`config.mk`:
```
export PLATFORM = sky130hd
export DESIGN_NAME = cesl_ctrl
export DESIGN_NICKNAME = d
export VERILOG_FILES = /design/src/design/cesl_pkg.sv /design/src/design/cesl_ctrl.sv
export SDC_FILE = /design/constraint.sdc
export NUM_CORES = 1
export LEC_CHECK = 0
export BUFFER_PORTS_ARGS = -buffer_cell sky130_fd_sc_hd__buf_2
export CELL_PAD_IN_SITES_DETAIL_PLACEMENT = 1
export CELL_PAD_IN_SITES_GLOBAL_PLACEMENT = 1
export CORE_AREA = 2 2 39 41
export CTS_BUF_LIST = sky130_fd_sc_hd__clkbuf_2
export CTS_CLUSTER_DIAMETER = 200
export DETAILED_ROUTE_END_ITERATION = 8
export DIE_AREA = 0 0 41 43
export PLACE_DENSITY = 0.69
export SKIP_LAST_GASP = 1
export SYNTH_ARGS = -nofsm -noshare
export SYNTH_HDL_FRONTEND = slang
export SYNTH_SLANG_ARGS = --single-unit
```
`constraint.sdc`:
```
create_clock -name clk -period 1.1 [get_ports clk]
set_input_delay 0.22 -clock clk [delete_from_list [all_inputs] [get_ports clk]]
set_output_delay 0.22 -clock clk [all_outputs]
set_load 0.01 [all_outputs]
```
`src/design/cesl_pkg.sv`:
```
// shared types, sizes and codes for the clip edge smoothing limiter
package cesl_pkg;

    // sample and fixed-point sizes
    localparam int SAMPLE_BITS   = 24;
    localparam int MAX_DELAY_DEF = 16;
    localparam int Q_W           = 24;
    localparam int Q_FRAC        = 20;
    localparam int COEF_FRAC     = 24;

    // configuration register sizes
    localparam int GAIN_IN_W  = 24;
    localparam int GAIN_OUT_W = 17;
    localparam int DELAY_W    = 5;
    localparam int CFG_DATA_W = 24;
    localparam int CFG_IDX_W  = 2;

    // configuration register indexes
    localparam logic [CFG_IDX_W-1:0] REG_BYPASS      = 2'd0;
    localparam logic [CFG_IDX_W-1:0] REG_INPUT_GAIN  = 2'd1;
    localparam logic [CFG_IDX_W-1:0] REG_OUTPUT_GAIN = 2'd2;
    localparam logic [CFG_IDX_W-1:0] REG_DELAY_LEN   = 2'd3;

    // datapath step codes, in the order the controller runs them
    localparam int STEP_W = 3;
    localparam logic [STEP_W-1:0] ST_IN  = 3'd0;
    localparam logic [STEP_W-1:0] ST_POS = 3'd1;
    localparam logic [STEP_W-1:0] ST_CLP = 3'd2;
    localparam logic [STEP_W-1:0] ST_NEG = 3'd3;
    localparam logic [STEP_W-1:0] ST_CLN = 3'd4;
    localparam logic [STEP_W-1:0] ST_OUT = 3'd5;

    typedef struct packed {
        logic signed [SAMPLE_BITS-1:0] left_sample;
        logic signed [SAMPLE_BITS-1:0] right_sample;
    } in_data_t;

    typedef struct packed {
        logic signed [SAMPLE_BITS-1:0] left_out;
        logic signed [SAMPLE_BITS-1:0] right_out;
    } out_data_t;

    // controller to datapath
    typedef struct packed {
        logic              load;
        logic              pass;
        logic              mul;
        logic              rnd;
        logic              finish;
        logic [STEP_W-1:0] step;
    } cmd_t;

    // top level to controller
    typedef struct packed {
        logic in_valid;
        logic bypass;
        logic out_free;
    } ctrl_status_t;

endpackage

```
`src/design/cesl_ctrl.sv`:
```
// sequencing controller: steps both lanes through multiply and round phases
module cesl_ctrl (
    input  logic                  clk,
    input  logic                  rst_n,
    input  cesl_pkg::ctrl_status_t status,
    output cesl_pkg::cmd_t        cmd,
    output logic                  ready
);

    localparam logic S_IDLE = 1'b0;
    localparam logic S_RUN  = 1'b1;

    logic                        state_reg;
    logic                        state_next;
    logic [cesl_pkg::STEP_W-1:0] step_reg;
    logic [cesl_pkg::STEP_W-1:0] step_next;
    logic                        phase_reg;
    logic                        phase_next;
    logic                        take;
    logic                        last_step;

    assign ready     = (state_reg == S_IDLE) && (!status.bypass || status.out_free);
    assign take      = status.in_valid && ready;
    assign last_step = (step_reg == cesl_pkg::ST_OUT);

    always_comb
    begin
        cmd.load   = take && !status.bypass;
        cmd.pass   = take && status.bypass;
        cmd.mul    = (state_reg == S_RUN) && !phase_reg;
        cmd.rnd    = (state_reg == S_RUN) && phase_reg && (!last_step || status.out_free);
        cmd.finish = (state_reg == S_RUN) && phase_reg && last_step && status.out_free;
        cmd.step   = step_reg;
    end

    always_comb
    begin
        state_next = state_reg;
        step_next  = step_reg;
        phase_next = phase_reg;
        unique case (state_reg)
            S_IDLE:
            begin
                if (cmd.load)
                begin
                    state_next = S_RUN;
                    step_next  = cesl_pkg::ST_IN;
                    phase_next = 1'b0;
                end
            end
            S_RUN:
            begin
                if (!phase_reg)
                begin
                    phase_next = 1'b1;
                end
                else if (last_step)
                begin
                    // hold the round phase until the output slot frees
                    if (status.out_free)
                    begin
                        state_next = S_IDLE;
                        phase_next = 1'b0;
                    end
                end
                else
                begin
                    step_next  = step_reg + 3'd1;
                    phase_next = 1'b0;
                end
            end
            default:
            begin
                state_next = S_IDLE;
            end
        endcase
    end

    always_ff @(posedge clk or negedge rst_n)
    begin
        if (!rst_n)
        begin
            state_reg <= S_IDLE;
            step_reg  <= cesl_pkg::ST_IN;
            phase_reg <= 1'b0;
        end
        else
        begin
            state_reg <= state_next;
            step_reg  <= step_next;
            phase_reg <= phase_next;
        end
    end

endmodule

```
==> flow_metrics.py <==
metrics = {
    "status": {
        "status": "finished, violations left",
        "violations": "negative setup slack",
    },
    "worst_hold_path": {
        "min_path_type": "input pin to async pin",
    },
    "worst_setup_path": {
        "r2r-start": "step_reg[0]",
        "cp.required_ns": 0.88,
        "r2r_cells": 5,
        "r2r_end": "step_reg[0]",
        "crit_start": "step_reg[0]",
        "r2r_slack_ns": -0.21,
        "cp_max_fo": 3,
        "end_kind": "output pin",
        "crit_type": "register to output pin",
        "crit_arrival_ns": 1.13,
        "start_kind": "register",
    },
    "yosys": {
        "ys_ff_latch": 5,
        "yosysTopAreaCell": "dfrtp_1",
        "synth_warnings": 0,
        "synthTopCellsByArea": "dfrtp_1 (41%), ha_1 (8.3%), nor3b_4 (6.2%), a21oi_1 (5.0%), a31oi_1 (4.1%)",
        "synth.distinct_cells": 19,
        "syn_area_um2": 301.5,
        "synth_edf_count": 0,
        "syn_area_per_cell_um2": 9.727,
        "syn_inst": 31,
        "syn-num-nets": 38,
        "synth-main-ff-cell": "dfrtp_1",
        "ys_seq_area_frac": 0.4149,
        "yosysTopAreaCellShare": 0.4149,
        "async_reset_ff_frac": 1.000,
    },
    "floorplanning": {
        "die_h_um": 43,
        "initial_core_util": 0.2179,
        "io_pins": 14,
        "design.core.area_um2": 1384,
        "die-area_um2": 1763,
        "rows": 14,
        "die_w_um": 41,
    },
    "timing": {
        "finalSetupViolations": 12,
        "worst_clock_skew_ns": 0.0001960,
        "fin_ws_ns": -0.2456,
        "fin_crit_sh": 1.223,
        "hold_viol": 0,
        "grt_setup_unrepaired": "true",
        "slew_violations": 0,
        "fmax_ghz": 0.7432,
        "tightest_slew_ns": 0.2612,
        "timing.hold.ws_ns": 0.3477,
        "period_minus_slack_ns": 1.346,
        "relSlewSlack": 0.8250,
    },
    "finish": {
        "n_antenna_cell": 0,
        "nets": 71,
        "area.growth.synth_to_final_pct": 110.4,
        "finalInstanceArea_um2": 634.4,
        "multiInputGateArea_um2": 221.5,
        "largest_register_ff_count": 3,
        "fillers": 175,
        "regArea_um2": 128.9,
        "drive_above_1_share": 0.7302,
        "most-common-layout-cells": "buf_2 (9), buf_4 (9), buf_6 (8)",
    },
    "global_routing": {
        "antenna_found_initial": 0,
        "grt_max_degree": 6,
        "grt_overflow": 0,
        "grt_pass1_vias": 412,
        "grt_first_pass_wirelength_um": 1635,
        "grt_use_total": 0.1356,
    },
    "route": {
        "wl_um": 1081,
        "dr.pass1.iters": 1,
        "ant_nets": 0,
        "routed_via_density": 4.646,
        "drt_iter0_drc": 0,
        "vias": 367,
        "drc": 0,
        "wl_per_cell_um": 13.68,
    },
    "power": {
        "ir_drop_v": 0.001432,
        "p_seq_frac": 0.203,
        "power_frac_comb": 0.713,
        "power_density_nw_per_um2": 3123,
        "internal-power_mw": 1.217,
        "p_clk_frac": 0.084,
        "p_sw_frac": 0.3859,
        "leakagePower_nw": 0.3118,
        "power.switching_mw": 0.7645,
    },
    "clocking": {
        "clk_pin_slew_ns": 0.05,
        "cts_made_buffers": 3,
        "clock_tree.buffer_depth": 2,
        "tritoncts": "done",
        "clock-sinks": 5,
        "htreeDepth": 1,
        "cts_root_buffer": "clkbuf_2",
        "clock_latency_ns": 0.21,
    },
    "place": {
        "dp_hpwl_um": 745.3,
        "dpl-instance-area_um2": 461.7,
        "gp_congestion": 0.7139,
        "port_buffers": 13,
    },
    "run": {
        "maxCapViolations": 0,
    },
}
how the worst max path moves through the flow:
stage	end	cells past startpoint
3_3_place_gp	step_reg[0]	4
3_5_place_dp	step_reg[0]	5
2_1_floorplan	step_reg[0]	5
5_1_grt	cmd[3]	5
4_1_cts	cmd[4]	3
6_report	cmd[4]	3
per-layer routing:
| layer | wire length (µm) | vias to the layer above | track usage |
|---|---|---|---|
| li1 | - | 176 | - |
| met3 | 55 | 2 | 0.04712 |
| met2 | 651 | 11 | 0.2563 |
| met1 | 364 | 178 | 0.1320 |
| met4 | 10 | 0 | 0.02000 |
| met5 | 0 | - | 0 |
cells in the mapped netlist, types with 2 or more instances:
library cell  number
a21oi_1            3
a31oi_1            2
dfrtp_1            5
ha_1               2
inv_1              3
nand2_1            2
nor2_1             2
final cells by class:
| cell class | instances | share of cell area |
|---|---|---|
| Timing Repair Buffer | 28 | 0.3669 |
| Sequential cell | 5 | 0.2032 |
| Clock buffer | 4 | 0.03156 |
| Multi-Input combinational cell | 23 | 0.3491 |
| Inverter | 3 | 0.01775 |
| Tap cell | 16 | 0.03156 |
worst max-delay path: stages, from the launching register on:
cell and delay (ns):
dfrtp_2 0.42, ha_4 0.19, a31oi_4 0.18, buf_6 0.13
through the flow:
stage | utilization | TNS [ns] | cells | total power [mW] | setup WS, ns
finish | 0.4584 | -1.756 | 79 | 1.981 | -0.2456
global route | 0.4584 | -2.469 | 79 | 2.125 | -0.3107
CTS | 0.4304 | -1.530 | 78 | 1.820 | -0.2641
detailed placement | 0.3336 | -0.4069 | 66 | 1.315 | -0.1131
global placement | 0.3336 | -0.2399 | 66 | 1.257 | -0.07460
floorplan | - | -0.2386 | 31 | 0.9027 | -0.08546
power groups by stage:
stage | Combinational [mW] | Sequential, mW | Clock (mW)
CTS | 1.24 | 0.401 | 0.175
finish | 1.41 | 0.401 | 0.167
global placement | 0.878 | 0.378 | 0
detailed placement | 0.923 | 0.392 | 0
global route | 1.53 | 0.413 | 0.186
floorplan | 0.466 | 0.437 | 0
logic make-up (layout without fill, tap and decap cells):
| group | Yosys count | count (layout) | share of synthesized area |
|---|---|---|---|
| simple gates | 10 | 10 | 0.2117 |
| flops | 5 | 5 | 0.4149 |
| buf+inv | 3 | 35 | 0.03734 |
| mux | 2 | 2 | 0.07054 |
| compound gates | 9 | 9 | 0.1826 |
| fa+ha+maj | 2 | 2 | 0.08297 |
timing repair:
item / CTS / global route
endpoints found under the setup margin: 12 / 13
hold endpoints to repair: 5 / 0
pin swaps: 2 / 6
gates resized for setup: 8 / 8
buffers inserted: 8 / 2
hold buffers: 1 / 0
(Power assumes the default switching activity.)
